<file path="src/rtl/core/utf_pkg.sv">
// Package: shared types and constants for the UTF-16 to UTF-8 converter.
`timescale 1ns / 1ps
`default_nettype none

package utf_pkg;

  // Bundle queue between front and back
  localparam int unsigned FifoDepth = 2;
  localparam int unsigned FifoAw    = $clog2(FifoDepth);
  localparam int unsigned FifoCntW  = FifoAw + 1;

  // Surrogate classes: top six bits of the code unit
  localparam logic [5:0] SurrHighTag = 6'b110110;  // 0xD800..0xDBFF
  localparam logic [5:0] SurrLowTag  = 6'b110111;  // 0xDC00..0xDFFF

  localparam logic [20:0] SuppBase  = 21'h10000;
  localparam logic [7:0]  ErrByte   = 8'h3F;
  localparam logic [1:0]  ContTag   = 2'b10;   // 0x80 continuation prefix
  localparam logic [2:0]  Lead2Tag  = 3'b110;  // 0xC0
  localparam logic [3:0]  Lead3Tag  = 4'b1110; // 0xE0
  localparam logic [4:0]  Lead4Tag  = 5'b11110; // 0xF0

  // One decoded unit: up to four bytes, first byte in slot 0
  typedef struct packed {
    logic [3:0][7:0] bytes;
    logic [1:0]      last_idx;
  } utf_bundle_t;

  typedef struct packed {
    logic empty;
    logic full;
  } utf_fifo_status_t;

endpackage

`default_nettype wire

</file>
<file path="src/rtl/core/utf_if.sv">
// Interfaces: UTF-16 code unit channel and UTF-8 byte channel.
`timescale 1ns / 1ps
`default_nettype none

interface utf16_unit_if;
  logic        valid;
  logic        ready;
  logic [15:0] code_unit;
  logic        end_of_buffer;

  modport source (output valid, output code_unit, output end_of_buffer, input ready);
  modport sink   (input valid, input code_unit, input end_of_buffer, output ready);
endinterface

interface utf8_byte_if;
  logic       valid;
  logic       ready;
  logic [7:0] utf8_byte;
  logic       last_of_run;

  modport source (output valid, output utf8_byte, output last_of_run, input ready);
  modport sink   (input valid, input utf8_byte, input last_of_run, output ready);
endinterface

`default_nettype wire

</file>
<file path="src/rtl/core/utf_front.sv">
// Front end: accepts code units, tracks the held high surrogate, builds byte bundles.
`timescale 1ns / 1ps
`default_nettype none

module utf_front (
  input  wire logic                      clk_i,
  input  wire logic                      rst_ni,
  input  wire logic                      in_valid_i,
  output      logic                      in_ready_o,
  input  wire logic [15:0]               code_unit_i,
  input  wire logic                      end_of_buffer_i,
  input  wire utf_pkg::utf_fifo_status_t fifo_status_i,
  output      logic                      push_o,
  output      utf_pkg::utf_bundle_t      bundle_o
);

  logic       pend_valid_q, pend_valid_d;
  logic [9:0] pend_bits_q, pend_bits_d;

  logic            accept;
  logic            is_high, is_low;
  logic [3:0][7:0] fresh;
  logic [1:0]      fresh_n;
  logic [20:0]     cp;

  assign in_ready_o = !fifo_status_i.full;
  assign accept     = in_valid_i && in_ready_o;

  assign is_high = (code_unit_i[15:10] == utf_pkg::SurrHighTag);
  assign is_low  = (code_unit_i[15:10] == utf_pkg::SurrLowTag);
  assign cp      = {1'b0, pend_bits_q, code_unit_i[9:0]} + utf_pkg::SuppBase;

  // Encoding of the unit as if nothing were held
  always_comb begin
    fresh   = '0;
    fresh_n = 2'd0;
    if (code_unit_i[15:7] == 9'd0) begin
      fresh[0] = code_unit_i[7:0];
      fresh_n  = 2'd1;
    end else if (code_unit_i[15:11] == 5'd0) begin
      fresh[0] = {utf_pkg::Lead2Tag, code_unit_i[10:6]};
      fresh[1] = {utf_pkg::ContTag, code_unit_i[5:0]};
      fresh_n  = 2'd2;
    end else if (is_high) begin
      fresh_n  = 2'd0;
    end else if (is_low) begin
      fresh[0] = utf_pkg::ErrByte;
      fresh_n  = 2'd1;
    end else begin
      fresh[0] = {utf_pkg::Lead3Tag, code_unit_i[15:12]};
      fresh[1] = {utf_pkg::ContTag, code_unit_i[11:6]};
      fresh[2] = {utf_pkg::ContTag, code_unit_i[5:0]};
      fresh_n  = 2'd3;
    end
  end

  always_comb begin
    bundle_o = '0;
    push_o   = 1'b0;
    if (pend_valid_q && is_low) begin
      bundle_o.bytes[0] = {utf_pkg::Lead4Tag, cp[20:18]};
      bundle_o.bytes[1] = {utf_pkg::ContTag, cp[17:12]};
      bundle_o.bytes[2] = {utf_pkg::ContTag, cp[11:6]};
      bundle_o.bytes[3] = {utf_pkg::ContTag, cp[5:0]};
      bundle_o.last_idx = 2'd3;
      push_o            = accept;
    end else if (pend_valid_q) begin
      // broken pair: '?' then the unit encoded afresh
      bundle_o.bytes    = {fresh[2:0], utf_pkg::ErrByte};
      bundle_o.last_idx = fresh_n;
      push_o            = accept;
    end else begin
      bundle_o.bytes    = fresh;
      bundle_o.last_idx = fresh_n - 2'd1;
      push_o            = accept && (fresh_n != 2'd0);
    end
  end

  always_comb begin
    pend_valid_d = pend_valid_q;
    pend_bits_d  = pend_bits_q;
    if (accept) begin
      if (is_high && !(pend_valid_q && is_low)) begin
        pend_valid_d = 1'b1;
        pend_bits_d  = code_unit_i[9:0];
      end else begin
        pend_valid_d = 1'b0;
        pend_bits_d  = '0;
      end
      if (end_of_buffer_i) begin
        pend_valid_d = 1'b0;
        pend_bits_d  = '0;
      end
    end
  end

  always_ff @(posedge clk_i or negedge rst_ni) begin
    if (!rst_ni) begin
      pend_valid_q <= 1'b0;
      pend_bits_q  <= '0;
    end else begin
      pend_valid_q <= pend_valid_d;
      pend_bits_q  <= pend_bits_d;
    end
  end

endmodule

`default_nettype wire

</file>
<file path="src/rtl/core/utf_fifo.sv">
// Short bundle queue between front end and byte serializer.
`timescale 1ns / 1ps
`default_nettype none

module utf_fifo (
  input  wire logic                      clk_i,
  input  wire logic                      rst_ni,
  input  wire logic                      push_i,
  input  wire utf_pkg::utf_bundle_t      push_data_i,
  input  wire logic                      pop_i,
  output      utf_pkg::utf_bundle_t      head_o,
  output      utf_pkg::utf_fifo_status_t status_o
);

  utf_pkg::utf_bundle_t mem_q [utf_pkg::FifoDepth];

  logic [utf_pkg::FifoAw-1:0]   wr_ptr_q, wr_ptr_d;
  logic [utf_pkg::FifoAw-1:0]   rd_ptr_q, rd_ptr_d;
  logic [utf_pkg::FifoCntW-1:0] count_q, count_d;
  logic                         do_push, do_pop;

  assign status_o.empty = (count_q == '0);
  assign status_o.full  = (count_q == utf_pkg::FifoCntW'(utf_pkg::FifoDepth));
  assign head_o         = mem_q[rd_ptr_q];

  assign do_push = push_i && !status_o.full;
  assign do_pop  = pop_i && !status_o.empty;

  function automatic logic [utf_pkg::FifoAw-1:0] ptr_inc(
    input logic [utf_pkg::FifoAw-1:0] p
  );
    if (p == utf_pkg::FifoAw'(utf_pkg::FifoDepth - 1)) begin
      return '0;
    end
    return p + 1'b1;
  endfunction

  always_comb begin
    wr_ptr_d = do_push ? ptr_inc(wr_ptr_q) : wr_ptr_q;
    rd_ptr_d = do_pop ? ptr_inc(rd_ptr_q) : rd_ptr_q;
    count_d  = count_q;
    if (do_push && !do_pop) begin
      count_d = count_q + 1'b1;
    end else if (do_pop && !do_push) begin
      count_d = count_q - 1'b1;
    end
  end

  always_ff @(posedge clk_i) begin
    if (do_push) begin
      mem_q[wr_ptr_q] <= push_data_i;
    end
  end

  always_ff @(posedge clk_i or negedge rst_ni) begin
    if (!rst_ni) begin
      wr_ptr_q <= '0;
      rd_ptr_q <= '0;
      count_q  <= '0;
    end else begin
      wr_ptr_q <= wr_ptr_d;
      rd_ptr_q <= rd_ptr_d;
      count_q  <= count_d;
    end
  end

endmodule

`default_nettype wire

</file>
<file path="src/rtl/core/utf_back.sv">
// Back end: serializes queued bundles into an output byte register.
`timescale 1ns / 1ps
`default_nettype none

module utf_back (
  input  wire logic                      clk_i,
  input  wire logic                      rst_ni,
  input  wire utf_pkg::utf_bundle_t      head_i,
  input  wire utf_pkg::utf_fifo_status_t fifo_status_i,
  output      logic                      pop_o,
  output      logic                      out_valid_o,
  input  wire logic                      out_ready_i,
  output      logic [7:0]                utf8_byte_o,
  output      logic                      last_of_run_o
);

  logic       out_valid_q, out_valid_d;
  logic [7:0] byte_q, byte_d;
  logic       last_q, last_d;
  logic [1:0] idx_q, idx_d;
  logic       load, at_last;

  // output register refills when empty or its byte is taken this cycle, and the queue holds a bundle
  assign load    = (!out_valid_q || out_ready_i) && !fifo_status_i.empty;
  assign at_last = (idx_q == head_i.last_idx);
  assign pop_o   = load && at_last;

  always_comb begin
    out_valid_d = out_valid_q;
    byte_d      = byte_q;
    last_d      = last_q;
    idx_d       = idx_q;
    if (load) begin
      out_valid_d = 1'b1;
      byte_d      = head_i.bytes[idx_q];
      last_d      = at_last;
      idx_d       = at_last ? 2'd0 : idx_q + 2'd1;
    end else if (out_ready_i) begin
      out_valid_d = 1'b0;
    end
  end

  always_ff @(posedge clk_i or negedge rst_ni) begin
    if (!rst_ni) begin
      out_valid_q <= 1'b0;
      idx_q       <= '0;
    end else begin
      out_valid_q <= out_valid_d;
      idx_q       <= idx_d;
    end
  end

  always_ff @(posedge clk_i) begin
    byte_q <= byte_d;
    last_q <= last_d;
  end

  assign out_valid_o   = out_valid_q;
  assign utf8_byte_o   = byte_q;
  assign last_of_run_o = last_q;

endmodule

`default_nettype wire

</file>
<file path="src/rtl/core/utf16_to_utf8_converter_core.sv">
// Top level: UTF-16 code unit stream to UTF-8 byte stream converter.
//
// Channels: unit_i takes one 16-bit UTF-16 code unit per transfer, with
// end_of_buffer marking the last unit of a buffer. byte_o gives one UTF-8
// byte per transfer; last_of_run marks the final byte caused by one unit.
// A high surrogate is held and gives no byte; a following low surrogate
// gives four bytes; a broken pair gives '?' and the unit is encoded anew;
// a lone low surrogate gives '?'. A high surrogate held at end of buffer
// is dropped.
// Path: an accepted unit is written into the bundle queue, and its first
// byte is then loaded into the output byte register that drives byte_o.
// Throughput: the serializer emits one byte per cycle while byte_o is
// taken and the queue is not empty; a unit gives one byte for ASCII and
// up to four bytes for a surrogate pair or a broken pair, and units that
// give no byte put nothing in the queue. The front accepts a unit every
// cycle while the two-entry bundle queue has room.
// Reset (rst_ni low, asynchronous): nothing held, queue empty, byte_o
// not valid.
// Stall: when byte_o is not taken, the byte holds, the queue fills, and
// unit_i.ready drops once the queue is full.
`timescale 1ns / 1ps
`default_nettype none

module utf16_to_utf8_converter_core (
  input  wire logic   clk_i,
  input  wire logic   rst_ni,
  utf16_unit_if.sink  unit_i,
  utf8_byte_if.source byte_o
);

  utf_pkg::utf_bundle_t      push_bundle;
  utf_pkg::utf_bundle_t      head_bundle;
  utf_pkg::utf_fifo_status_t fifo_status;
  logic                      push, pop;

  // Front: classify units, handle surrogate pairing
  utf_front u_front (
    .clk_i           (clk_i),
    .rst_ni          (rst_ni),
    .in_valid_i      (unit_i.valid),
    .in_ready_o      (unit_i.ready),
    .code_unit_i     (unit_i.code_unit),
    .end_of_buffer_i (unit_i.end_of_buffer),
    .fifo_status_i   (fifo_status),
    .push_o          (push),
    .bundle_o        (push_bundle)
  );

  // Decouples unit acceptance from byte emission
  utf_fifo u_fifo (
    .clk_i       (clk_i),
    .rst_ni      (rst_ni),
    .push_i      (push),
    .push_data_i (push_bundle),
    .pop_i       (pop),
    .head_o      (head_bundle),
    .status_o    (fifo_status)
  );

  // Back: one byte per cycle into the output register while byte_o is taken and the queue is not empty
  utf_back u_back (
    .clk_i         (clk_i),
    .rst_ni        (rst_ni),
    .head_i        (head_bundle),
    .fifo_status_i (fifo_status),
    .pop_o         (pop),
    .out_valid_o   (byte_o.valid),
    .out_ready_i   (byte_o.ready),
    .utf8_byte_o   (byte_o.utf8_byte),
    .last_of_run_o (byte_o.last_of_run)
  );

endmodule

`default_nettype wire

</file>
<file path="src/flat_wrapper.sv">
// flat-port wrapper written by rule: the top's interface ports become plain ports
module utf16_to_utf8_converter_core_flat 
  (clk_i, rst_ni, unit_i_valid, unit_i_code_unit, unit_i_end_of_buffer, unit_i_ready, byte_o_valid, byte_o_utf8_byte, byte_o_last_of_run, byte_o_ready);
  utf16_unit_if unit_i_i ();
  utf8_byte_if byte_o_i ();
  input  wire logic clk_i;
  input  wire logic rst_ni;
  input wire logic [$bits(unit_i_i.valid)-1:0] unit_i_valid;
  input wire logic [$bits(unit_i_i.code_unit)-1:0] unit_i_code_unit;
  input wire logic [$bits(unit_i_i.end_of_buffer)-1:0] unit_i_end_of_buffer;
  output wire logic [$bits(unit_i_i.ready)-1:0] unit_i_ready;
  output wire logic [$bits(byte_o_i.valid)-1:0] byte_o_valid;
  output wire logic [$bits(byte_o_i.utf8_byte)-1:0] byte_o_utf8_byte;
  output wire logic [$bits(byte_o_i.last_of_run)-1:0] byte_o_last_of_run;
  input wire logic [$bits(byte_o_i.ready)-1:0] byte_o_ready;
  assign unit_i_i.valid = unit_i_valid;
  assign unit_i_i.code_unit = unit_i_code_unit;
  assign unit_i_i.end_of_buffer = unit_i_end_of_buffer;
  assign unit_i_ready = unit_i_i.ready;
  assign byte_o_valid = byte_o_i.valid;
  assign byte_o_utf8_byte = byte_o_i.utf8_byte;
  assign byte_o_last_of_run = byte_o_i.last_of_run;
  assign byte_o_i.ready = byte_o_ready;
  utf16_to_utf8_converter_core u_core (.clk_i(clk_i), .rst_ni(rst_ni), .unit_i(unit_i_i), .byte_o(byte_o_i));
endmodule
</file>
<file path="config.mk">
export PLATFORM = sky130hd
export DESIGN_NAME = utf16_to_utf8_converter_core_flat
export DESIGN_NICKNAME = d
export VERILOG_FILES = /design/src/rtl/core/utf_pkg.sv /design/src/rtl/core/utf_if.sv /design/src/rtl/core/utf_front.sv /design/src/rtl/core/utf_fifo.sv /design/src/rtl/core/utf_back.sv /design/src/rtl/core/utf16_to_utf8_converter_core.sv /design/src/flat_wrapper.sv
export SDC_FILE = /design/constraint.sdc
export NUM_CORES = 1
export LEC_CHECK = 0
export BUFFER_PORTS_ARGS = -buffer_cell sky130_fd_sc_hd__buf_4
export CORE_UTILIZATION = 55
export CTS_BUF_LIST = sky130_fd_sc_hd__clkbuf_4 sky130_fd_sc_hd__clkbuf_8
export DETAILED_ROUTE_END_ITERATION = 8
export PLACE_DENSITY = 0.7
export SKIP_CTS_REPAIR_TIMING = 1
export SLEW_MARGIN = 25
export SYNTH_ARGS = -nofsm -noshare
export SYNTH_HDL_FRONTEND = slang
export SYNTH_HIERARCHICAL = 1
export SYNTH_SLANG_ARGS = --single-unit
</file>
<file path="constraint.sdc">
create_clock -name clk_i -period 6.1 [get_ports clk_i]
set_clock_uncertainty 0.15 [all_clocks]
set_input_delay 0.915 -clock clk_i [delete_from_list [all_inputs] [get_ports clk_i]]
set_output_delay 0.915 -clock clk_i [all_outputs]
set_load 0.02 [all_outputs]
</file>
==> results of run 1 <==
[sequential cells by signal, summed over array words and instances, names as in the netlist]
signal / cells
u_core/u_back/last_of_run_o: 1
u_core/u_fifo/count_q: 2
u_core/u_fifo/rd_ptr_q: 1
u_core/u_front/pend_bits_q: 10
u_core/u_fifo/wr_ptr_q: 1
u_core/u_back/out_valid_o: 1
u_core/u_fifo/mem_q: 68
u_core/u_front/pend_valid_q: 1
u_core/u_back/utf8_byte_o: 8
u_core/u_back/idx_q: 2
[worst max path at each step]
| stage | from | endpoint | slack (ns) | cells after the start |
|---|---|---|---|---|
| after CTS | unit_i_code_unit[12] | u_core/u_fifo/mem_q[1][14]$_DFFE_PP_ | 2.55 | 8 |
| after global placement | unit_i_code_unit[12] | u_core/u_fifo/mem_q[1][26]$_DFFE_PP_ | 2.22 | 8 |
| after global routing | unit_i_code_unit[12] | u_core/u_fifo/mem_q[1][30]$_DFFE_PP_ | 2.35 | 8 |
| after floorplan | unit_i_code_unit[12] | u_core/u_fifo/mem_q[0][0]$_DFFE_PP_ | 1.68 | 8 |
| after detailed placement | unit_i_code_unit[12] | u_core/u_fifo/mem_q[1][11]$_DFFE_PP_ | 2.18 | 8 |
| final | unit_i_code_unit[12] | u_core/u_fifo/mem_q[1][25]$_DFFE_PP_ | 2.54 | 8 |
[layout make-up]
type | instances | area (sq um)
clock inverter | 5 | 58.8
sequential | 95 | 2770
multi-input combinational | 209 | 1860
tap | 105 | 131
inverter | 8 | 30.0
clock buffer | 10 | 131
fill | 673 | 3100
timing repair buffer | 34 | 255
[per-layer routing]
metal  wire length [um]  part of all wire [%]  global-route usage (%)
met1               4280                    45                    31.8
met3                452                   4.8                    2.79
met4                228                   2.4                    10.2
met5                  0                     0                       0
met2               4480                    47                    34.3
[cell families after synthesis]
| kind of cell | count (synthesis) | share of synthesized area [%] |
|---|---|---|
| simple gates | 67 | 8.32 |
| fa+ha+maj | 3 | 0.783 |
| other cells | 1 | 0.0782 |
| compound gates | 85 | 13.1 |
| xor+xnor | 10 | 1.98 |
| flops | 95 | 57.6 |
| buf+inv | 29 | 3.86 |
| mux | 42 | 14.2 |
[worst max-delay path: stages]
cell	delay (ns)
sky130_fd_sc_hd__buf_4	0.14
sky130_fd_sc_hd__or4_1	0.71
sky130_fd_sc_hd__nor3_4	0.39
sky130_fd_sc_hd__nor3_1	0.13
sky130_fd_sc_hd__ha_1	0.20
sky130_fd_sc_hd__a21oi_1	0.17
sky130_fd_sc_hd__and3_1	0.32
sky130_fd_sc_hd__buf_4	0.42
[power groups by stage]
stage	Sequential [W]	Clock [W]	Combinational [W]
after floorplan	0.00101	0	0.000563
after global placement	0.00106	0	0.000633
after detailed placement	0.00107	0	0.000648
after CTS	0.00106	0.000419	0.000651
after global routing	0.00107	0.000441	0.000689
final	0.00105	0.000407	0.000640
[synthesized netlist by cell type, drive strengths merged (7+ instances only)]
| cell type | n |
|---|---|
| a22o | 10 |
| nor2 | 7 |
| nand2 | 19 |
| o21ai | 14 |
| inv | 7 |
| a21oi | 13 |
| and2 | 9 |
| clkbuf | 9 |
| nand3 | 10 |
| dfrtp | 18 |
| buf | 12 |
| edfxtp | 77 |
| mux4 | 8 |
| mux2 | 34 |
| a31oi | 12 |
[through the flow]
step / cells / hold WS [ns]
detailed placement: 451 / 0.343
CTS: 466 / 0.269
floorplan: 333 / 0.311
global placement: 451 / 0.342
global route: 466 / 0.275
finish: 466 / 0.268
==> run_results.csv, run 1 <==
group,metric,value,unit
outcome,status,"finished, final reports clean",
power_and_ir_drop,power_density,401,nW/um^2
sta,slew_viol_final,0,
route,drt-total-wl,9440,um
grt,global_route_wire_length_before_repair,14800,um
yosys,netlist_top_cells_area,"sky130_fd_sc_hd__edfxtp_1 (48%), sky130_fd_sc_hd__dfrtp_1 (9.4%), sky130_fd_sc_hd__mux2_4 (9.1%)",
route,route.vias.total,2925,
grt,grt-ovfl-total,0,
yosys,synth_seq_cells,95,
setup_path,timing.rr.end,"u_core/u_fifo/mem_q[1][25]$_DFFE_PP_",
place,dp_slack,2.18,ns
yosys,dominantRegCellSynth,"sky130_fd_sc_hd__edfxtp_1",
sta,fin_crit,3.56,ns
setup_path,worst-r2r-setup-slack,2.76,ns
yosys,asyncSetResetFlopFracSynth,18.9,%
power_and_ir_drop,leakagePower,2.01,nW
setup_path,ff2ff_path_depth,4,
clocking,clk_transition_reported_paths,0.09,ns
finish,final_layout_size_suffix_gt1_share,29.9,%
yosys,yosys.cell_types.count,62,
setup_path,worstSetupPathType,"input port to register",
sta,report.final.setup_viol,0,
sta,tightestPinTransition,0.870,ns
yosys,synth_sequential_area_ratio,57.6,%
clocking,root_buffer_cell,"sky130_fd_sc_hd__clkbuf_8",
grt,antenna_found_initial,0,
floorplanning,vert_die_dim,95.4,um
power_and_ir_drop,switching_share,30.8,%
route,via_per_inst,6.28,
power_and_ir_drop,finalPower,0.00210,W
floorplanning,boundaryPins,32,
floorplanning,floorplan.rows,33,
power_and_ir_drop,part_of_the_total_power_dissipated_in_combinational_logic,30.5,%
floorplanning,placeableCoreArea,8340,sq um
finish,num_antenna_cells,0,
sta,timing.final.ws_setup,2.54,ns
route,drcViolationCount,0,
power_and_ir_drop,seq_power_share,50.1,%
setup_path,cp.arrival,3.42,ns
setup_path,setup.worst_path.start_class,"input port",
yosys,mappedNetlistArea,4800,sq um
route,drt_first_iter_violations,253,
route,drt_pass1_iterations,5,
run,drv.max_cap_violation_count,0,
floorplanning,dieArea,9100,sq um
yosys,yosys_warnings,6,
finish,postLayoutCellArea,5240,sq um
hold_path,min_path_type,"input port to async pin",
floorplanning,die_width,95.4,um
route,detail_route.wl_per_cell,20.3,um
power_and_ir_drop,power.clock.fraction,19.4,%
place,buffer_ports.inserted,31,
setup_path,cp_max_fo,30,
floorplanning,starting_utilization_of_the_core_area,57.5,%
clocking,htree_num_levels,3,
finish,mostFrequentLayoutCell,"sky130_fd_sc_hd__edfxtp_1",
yosys,netlist_instances,332,
clocking,cts.path.max_buffers,2,
place,place_area,5030,sq um
sta,rsz_0062_raised_after_global_routing,"false",
yosys,synthesized_area_divided_by_synthesized_cell_count,14.4,sq um
route,final_antenna_net_count,0,
place,place.detailed.hpwl,6170,um
yosys,edff_count_synth,77,
setup_path,timing.critical_path.required,5.96,ns
setup_path,critical_path.endpoint_type,"register",
setup_path,regToRegStartpoint,"u_core/u_front/pend_valid_q$_DFFE_PN0P_",
sta,report.final.hold_viol_count,0,
grt,grt_pass1_vias,2778,
clocking,tritoncts,"built",
grt,gr-usage-all-layers,22.3,%
yosys,synth_top_cell_area_share,48.2,%
finish,finalNetCount,381,
place,globalplace.congestion,0.907,
finish,final_util,62.8,%
sta,period_share,58.3,%
power_and_ir_drop,total_switching_power,0.000646,W
clocking,tritoncts_num_sinks,95,
finish,area.growth.synth_to_final,9.18,%
power_and_ir_drop,p_int,0.00145,W
finish,most-common-layout-cells,"sky130_fd_sc_hd__edfxtp_1 (77), sky130_fd_sc_hd__buf_4 (34), sky130_fd_sc_hd__mux2_4 (29)",
sta,final.setup.tns,0,ns
clocking,cts_buffer_count,9,
grt,largest_net_degree_at_the_start_of_global_routing,36,
power_and_ir_drop,ir_drop,228,uV
sta,max_freq,281,MHz
yosys,synthDominantAreaCellType,"sky130_fd_sc_hd__edfxtp_1",
sta,slew_headroom,42.0,%
clocking,worstSkewPairLatency,0.35,ns
Note: power is estimated with default switching activity, not from simulation.
==> run 2: changes to the inputs <==
Settings changed: PLACE_DENSITY 0.7 to 0.73.
Clock period 6.1 ns to 3.2 ns, I/O delays scaled along.
==> run 2 against run 1 <==
Net effect:
- count of clock-buffer cells in the layout down 1
- sequential share of layout area fell by 1.2 points
- final cell count up 3.2%
- worst setup slack worse by 2.1 ns
- critical path depth did not move
- die area stayed put
- combinational power up 120%
- total power is 92% higher
- sequential cell count stayed put
- clock power increased by 79%
- hold slack worse by 0.031 ns
- sequential power up 80%
- largest cell class unchanged
- largest power group unchanged
==> run_results.csv, run 2 (same netlist as run 1, synthesis figures left out) <==
group,metric,value,unit
outcome,status,"finished, final reports clean",
hold_path,min_path_type,"input port to register",
sta,final.setup.tns,0,ns
finish,mostFrequentLayoutCell,"sky130_fd_sc_hd__edfxtp_1",
grt,gr-usage-all-layers,24.0,%
clocking,cts.path.max_buffers,2,
grt,global_route_wire_length_before_repair,15600,um
power_and_ir_drop,seq_power_share,46.9,%
sta,max_freq,367,MHz
finish,final_layout_size_suffix_gt1_share,32.4,%
sta,fin_crit,2.73,ns
power_and_ir_drop,finalPower,0.00402,W
setup_path,setup.worst_path.start_class,"register",
setup_path,timing.critical_path.required,3.35,ns
floorplanning,boundaryPins,32,
setup_path,path_common_cell,"sky130_fd_sc_hd__xor2_1",
grt,grt-ovfl-total,0,
clocking,tritoncts_num_sinks,95,
sta,period_share,85.2,%
route,via_per_inst,6.23,
power_and_ir_drop,p_int,0.00273,W
finish,largest_reg_flops,68,
setup_path,worstSetupPathType,"register to register",
clocking,tritoncts,"built",
finish,finish.cell_count_without_fillers,481,
setup_path,critical_path.endpoint_type,"register",
route,drt_first_iter_violations,231,
setup_path,cp.buffers_inverters,0,
finish,finalNetCount,395,
finish,most-common-layout-cells,"sky130_fd_sc_hd__edfxtp_1 (77), sky130_fd_sc_hd__buf_4 (45), sky130_fd_sc_hd__mux2_4 (29)",
sta,report.final.setup_viol,0,
power_and_ir_drop,part_of_the_total_power_dissipated_in_combinational_logic,35.0,%
route,route.vias.total,2997,
clocking,htree_num_levels,3,
sta,report.final.hold_viol_count,0,
power_and_ir_drop,power.clock.fraction,18.1,%
clocking,cts_buffer_count,9,
power_and_ir_drop,power_density,751,nW/um^2
setup_path,timing.critical_path.slowest_stage_cell,"sky130_fd_sc_hd__dfrtp_2",
setup_path,crit_path_cell_trace,"mux2_4 -> xor2_1 -> nor4_1 -> o21ai_1 -> ha_1 -> xor2_1 -> nor2_1 -> xor2_1",
setup_path,cp_top_family,"flip-flops",
floorplanning,starting_utilization_of_the_core_area,57.5,%
setup_path,crit_path_max_incr_delay,0.61,ns
grt,grt_pass1_vias,2874,
floorplanning,die_width,95.4,um
place,place.detailed.instances,464,
place,buffer_ports.inserted,31,
route,drcViolationCount,0,
power_and_ir_drop,ir_drop,500,uV
route,drt-total-wl,10100,um
floorplanning,dieArea,9100,sq um
floorplanning,placeableCoreArea,8340,sq um
floorplanning,floorplan.rows,33,
sta,rsz_0062_raised_after_global_routing,"false",
sta,tightestPinTransition,0.959,ns
run,drv.max_cap_violation_count,0,
finish,num_antenna_cells,0,
finish,area.growth.synth_to_final,11.6,%
finish,max_flop_register,"u_core/u_fifo/mem_q",
place,place.detailed.hpwl,6880,um
grt,largest_net_degree_at_the_start_of_global_routing,35,
clocking,clk_transition_reported_paths,0.10,ns
place,globalplace.congestion,0.932,
route,final_antenna_net_count,0,
floorplanning,vert_die_dim,95.4,um
sta,slew_viol_final,0,
power_and_ir_drop,total_switching_power,0.00129,W
clocking,worstSkewPairLatency,0.37,ns
route,drt_pass1_iterations,4,
setup_path,cp.arrival,2.88,ns
power_and_ir_drop,leakagePower,2.07,nW
clocking,root_buffer_cell,"sky130_fd_sc_hd__clkbuf_8",
setup_path,cp_max_fo,12,
grt,antenna_found_initial,0,
setup_path,worst-r2r-setup-slack,0.47,ns
power_and_ir_drop,switching_share,32.0,%
route,detail_route.wl_per_cell,20.9,um
sta,slew_headroom,35.8,%
run 2: area by class of cell:
type,count,area (sq um)
Clock buffer,9,124
Sequential cell,95,2760
Fill cell,650,2990
Timing Repair Buffer,48,388
Tap cell,105,131
Inverter,8,30.0
Clock inverter,7,56.3
Multi-Input combinational cell,209,1860
run 2: worst paths after layout:
check                                                            endpoint  depth (start not counted)                                 start
worst min-delay path            u_core/u_front/pend_bits_q[5]$_DFFE_PN0P_                          2                   unit_i_code_unit[5]
max in group asynchronous              u_core/u_fifo/rd_ptr_q$_DFFE_PN0P_                          2                                rst_ni
worst max-delay path                 u_core/u_fifo/count_q[1]$_DFFE_PN0P_                          8    u_core/u_fifo/rd_ptr_q$_DFFE_PN0P_
worst min register to register       u_core/u_fifo/count_q[1]$_DFFE_PN0P_                          1  u_core/u_fifo/count_q[1]$_DFFE_PN0P_
min in group asynchronous         u_core/u_front/pend_valid_q$_DFFE_PN0P_                          2                                rst_ni
worst max register to register       u_core/u_fifo/count_q[1]$_DFFE_PN0P_                          8    u_core/u_fifo/rd_ptr_q$_DFFE_PN0P_
run 2: power groups by stage:
stage	Clock [W]	Sequential [W]	Combinational [W]
after floorplan	0	0.00192	0.00108
after CTS	0.000734	0.00189	0.00142
after global routing	0.000789	0.00192	0.00151
after global placement	0	0.00190	0.00137
final	0.000728	0.00189	0.00141
after detailed placement	0	0.00192	0.00142
run 2: stage by stage:
stage                     setup slack (ns)  util, %  hold WS [ns]  area, sq um
final                                0.475     64.2         0.238         5350
after global placement               0.305     61.9         0.225         5160
after detailed placement             0.206     61.9         0.228         5160
after floorplan                      0.133        -        0.0344         4810
after global routing                 0.290     64.2         0.228         5350
after CTS                            0.488     64.1        -0.169         5340
run 2: per-layer routing:
layer,vias to the layer above,track usage [%],part of all wire [%]
met4,0,8.96,2.1
met5,-,0,0
met2,100,36.3,48
met1,1502,34.5,44
li1,1382,-,-
met3,13,4.63,5.6
==> run 3: changes to the inputs <==
Settings changed: PLACE_DENSITY 0.73 to 0.74, SYNTH_HIERARCHICAL 1 to default.
==> run 3 against run 2 <==
Net effect:
- worst setup slack better by 0.052 ns
- combinational power down 21%
- hold slack better by 0.017 ns
- cell area down 11%
- total power down 8.2%
- utilization up 1.4 points
- highest routed layer unchanged
- first-iteration DRC count down 2.6%
- synthesized area down 14%
==> run_results.csv, run 3 <==
group,metric,value,unit
outcome,status,"finished, final reports clean",
place,place.detailed.hpwl,5910,um
clocking,worstSkewPairLatency,0.35,ns
run,drv.max_cap_violation_count,0,
route,final_antenna_net_count,0,
setup_path,setup.worst_path.start_class,"input port",
yosys,adder_and_majority_cell_fraction_of_the_synthesized_area,0.910,%
yosys,synth.net_count,305,
clocking,htree_num_levels,3,
route,route.vias.total,2597,
setup_path,crit_path_cell_trace,"buf_4 -> or4_4 -> nand2b_4 -> nor2_2 -> nor2_1 -> ha_1 -> a21o_1 -> inv_1 -> and2_2 -> buf_4",
floorplanning,vert_die_dim,88.6,um
setup_path,cp.buffers_inverters,3,
setup_path,path_common_cell,"sky130_fd_sc_hd__buf_4",
finish,final_layout_size_suffix_gt1_share,28.5,%
power_and_ir_drop,power_density,776,nW/um^2
grt,gr-usage-all-layers,24.1,%
yosys,synth_sequential_area_ratio,64.1,%
yosys,dominantRegCellSynth,"sky130_fd_sc_hd__edfxtp_1",
finish,most-common-layout-cells,"sky130_fd_sc_hd__edfxtp_1 (73), sky130_fd_sc_hd__buf_4 (44), sky130_fd_sc_hd__nand2_1 (20)",
finish,multi_input_area,1390,sq um
sta,report.final.setup_viol,0,
yosys,synthDominantAreaCellType,"sky130_fd_sc_hd__edfxtp_1",
setup_path,timing.critical_path.required,3.10,ns
setup_path,worstSetupPathType,"input port to register",
sta,slew_viol_final,0,
clocking,cts.path.max_buffers,2,
floorplanning,dieArea,7850,sq um
route,drt_first_iter_violations,225,
grt,grt_pass1_vias,2539,
sta,slew_headroom,60.8,%
yosys,synthesized_area_divided_by_synthesized_cell_count,14.7,sq um
grt,global_route_wire_length_before_repair,13400,um
setup_path,cp_max_fo,12,
sta,period_share,83.5,%
floorplanning,boundaryPins,32,
finish,final_util,65.6,%
sta,max_freq,374,MHz
floorplanning,die_width,88.6,um
finish,final_layout_fill_cell_count,538,
yosys,main_combinational_cell_family_by_area_after_synthesis,"compound AO/OA/AOI/OAI gates",
clocking,tritoncts_num_sinks,91,
hold_path,min_path_type,"input port to register",
finish,max_flop_register,"u_core.u_fifo.mem_q",
power_and_ir_drop,ir_drop,302,uV
clocking,root_buffer_cell,"sky130_fd_sc_hd__clkbuf_8",
yosys,yosys.cell_types.count,45,
grt,grt-ovfl-total,0,
power_and_ir_drop,leakagePower,1.74,nW
place,buffer_ports.inserted,31,
setup_path,timing.critical_path.slowest_stage_cell,"sky130_fd_sc_hd__or4_4",
setup_path,crit_path_max_incr_delay,0.55,ns
yosys,synth_seq_cells,91,
finish,mostFrequentLayoutCell,"sky130_fd_sc_hd__edfxtp_1",
yosys,asyncSetResetFlopFracSynth,19.8,%
route,drcViolationCount,0,
route,drt_pass1_iterations,5,
finish,final-seq-area,2640,sq um
route,via_per_inst,6.11,
yosys,synth_top_cell_area_share,53.2,%
clocking,clk_transition_reported_paths,0.08,ns
yosys,netlist_top_cells_area,"sky130_fd_sc_hd__edfxtp_1 (53%), sky130_fd_sc_hd__dfrtp_1 (11%), sky130_fd_sc_hd__mux4_2 (8.2%)",
floorplanning,starting_utilization_of_the_core_area,56.9,%
grt,antenna_found_initial,0,
place,globalplace.congestion,0.885,
yosys,synth_commonest_cells,"sky130_fd_sc_hd__edfxtp_1 (73), sky130_fd_sc_hd__nand2_1 (20), sky130_fd_sc_hd__dfrtp_1 (18)",
clocking,cts_buffer_count,9,
finish,num_antenna_cells,0,
grt,largest_net_degree_at_the_start_of_global_routing,25,
finish,largest_reg_flops,64,
power_and_ir_drop,finalPower,0.00369,W
sta,tightestPinTransition,0.588,ns
sta,fin_crit,2.67,ns
floorplanning,placeableCoreArea,7250,sq um
finish,area.growth.synth_to_final,15.3,%
finish,finalNetCount,345,
yosys,synth_compound_gate_area_share,11.7,%
yosys,edff_count_synth,73,
route,drt-total-wl,8350,um
sta,final.setup.tns,0,ns
clocking,tritoncts,"built",
yosys,synth.most_common_cell,"sky130_fd_sc_hd__edfxtp_1",
yosys,yosys_warnings,0,
yosys,yosys-mux-area-fraction,10.8,%
setup_path,cp.arrival,2.57,ns
yosys,mappedNetlistArea,4120,sq um
setup_path,cp_top_family,"simple AND/OR/NAND/NOR gates",
yosys,synth_simple_gate_area_share,7.77,%
sta,rsz_0062_raised_after_global_routing,"false",
route,detail_route.wl_per_cell,19.7,um
floorplanning,floorplan.rows,31,
yosys,netlist_instances,281,
sta,report.final.hold_viol_count,0,
setup_path,critical_path.endpoint_type,"register",
yosys,synthXorXnorAreaFrac,2.34,%
run 3: changes by cell type in the layout (fill, tap and decap cells not counted), sizes merged, moves of 4 or more:
cell | previous run | this run
mux2 | 34 | 7
mux4 | 8 | 15
nor2 | 7 | 14
inv | 9 | 3
nand3 | 10 | 4
a21oi | 13 | 8
a22o | 10 | 14
a31oi | 12 | 8
edfxtp | 77 | 73
o211a | 4 | 0
o2bb2ai | 0 | 4
run 3: report_power, final:
group / total, W / internal (W) / switching (W)
logic: 0.00111 / 0.000570 / 0.000541
registers: 0.00181 / 0.00164 / 0.000168
clock network: 0.000774 / 0.000400 / 0.000374
total: 0.00369 / 0.00261 / 0.00108
run 3: through the flow:
step           cell area (sq um)  hold slack [ns]  std cells  setup WS (ns)
2_1_floorplan               4130           0.0344        281          0.200
3_3_place_gp                4540            0.213        408          0.217
3_5_place_dp                4540            0.218        408          0.190
4_1_cts                     4750           -0.168        424          0.558
5_1_grt                     4760            0.247        425          0.373
6_report                    4760            0.255        425          0.527
run 3: cells by family after synthesis:
group / count (synthesis)
fa+ha+maj: 3
mux: 25
compound gates: 70
flops: 91
xor+xnor: 11
simple gates: 60
buf+inv: 21
run 3: cell type report:
cell class                      instances  share of cell area, %
Clock inverter                          4                   1.08
Timing Repair Buffer                   47                   8.00
Inverter                                3                  0.237
Sequential cell                        91                   55.6
Tap cell                               99                   2.60
Multi-Input combinational cell        169                   29.3
Clock buffer                           12                   3.21
run 3: worst paths after layout:
check	end	start	slack, ns	depth (start not counted)
max in group asynchronous	u_core.u_fifo.rd_ptr_q$_DFFE_PN0P_	rst_ni	2.30	2
min	u_core.u_front.pend_bits_q[3]$_DFFE_PN0P_	unit_i_code_unit[3]	0.25	2
min reg2reg	u_core.u_front.pend_bits_q[4]$_DFFE_PN0P_	u_core.u_front.pend_bits_q[4]$_DFFE_PN0P_	0.37	1
min in group asynchronous	u_core.u_fifo.wr_ptr_q$_DFFE_PN0P_	rst_ni	0.39	2
max	u_core.u_fifo.mem_q[1][22]$_DFFE_PP_	unit_i_code_unit[11]	0.53	10
max reg2reg	u_core.u_fifo.count_q[1]$_DFFE_PN0P_	u_core.u_fifo.rd_ptr_q$_DFFE_PN0P_	0.92	8
run 3: per-layer routing:
metal / wire (um) / GRT usage [%]
met5: 0 / 0
met4: 127 / 7.62
met3: 552 / 5.60
met2: 4150 / 38.7
met1: 3520 / 33.0
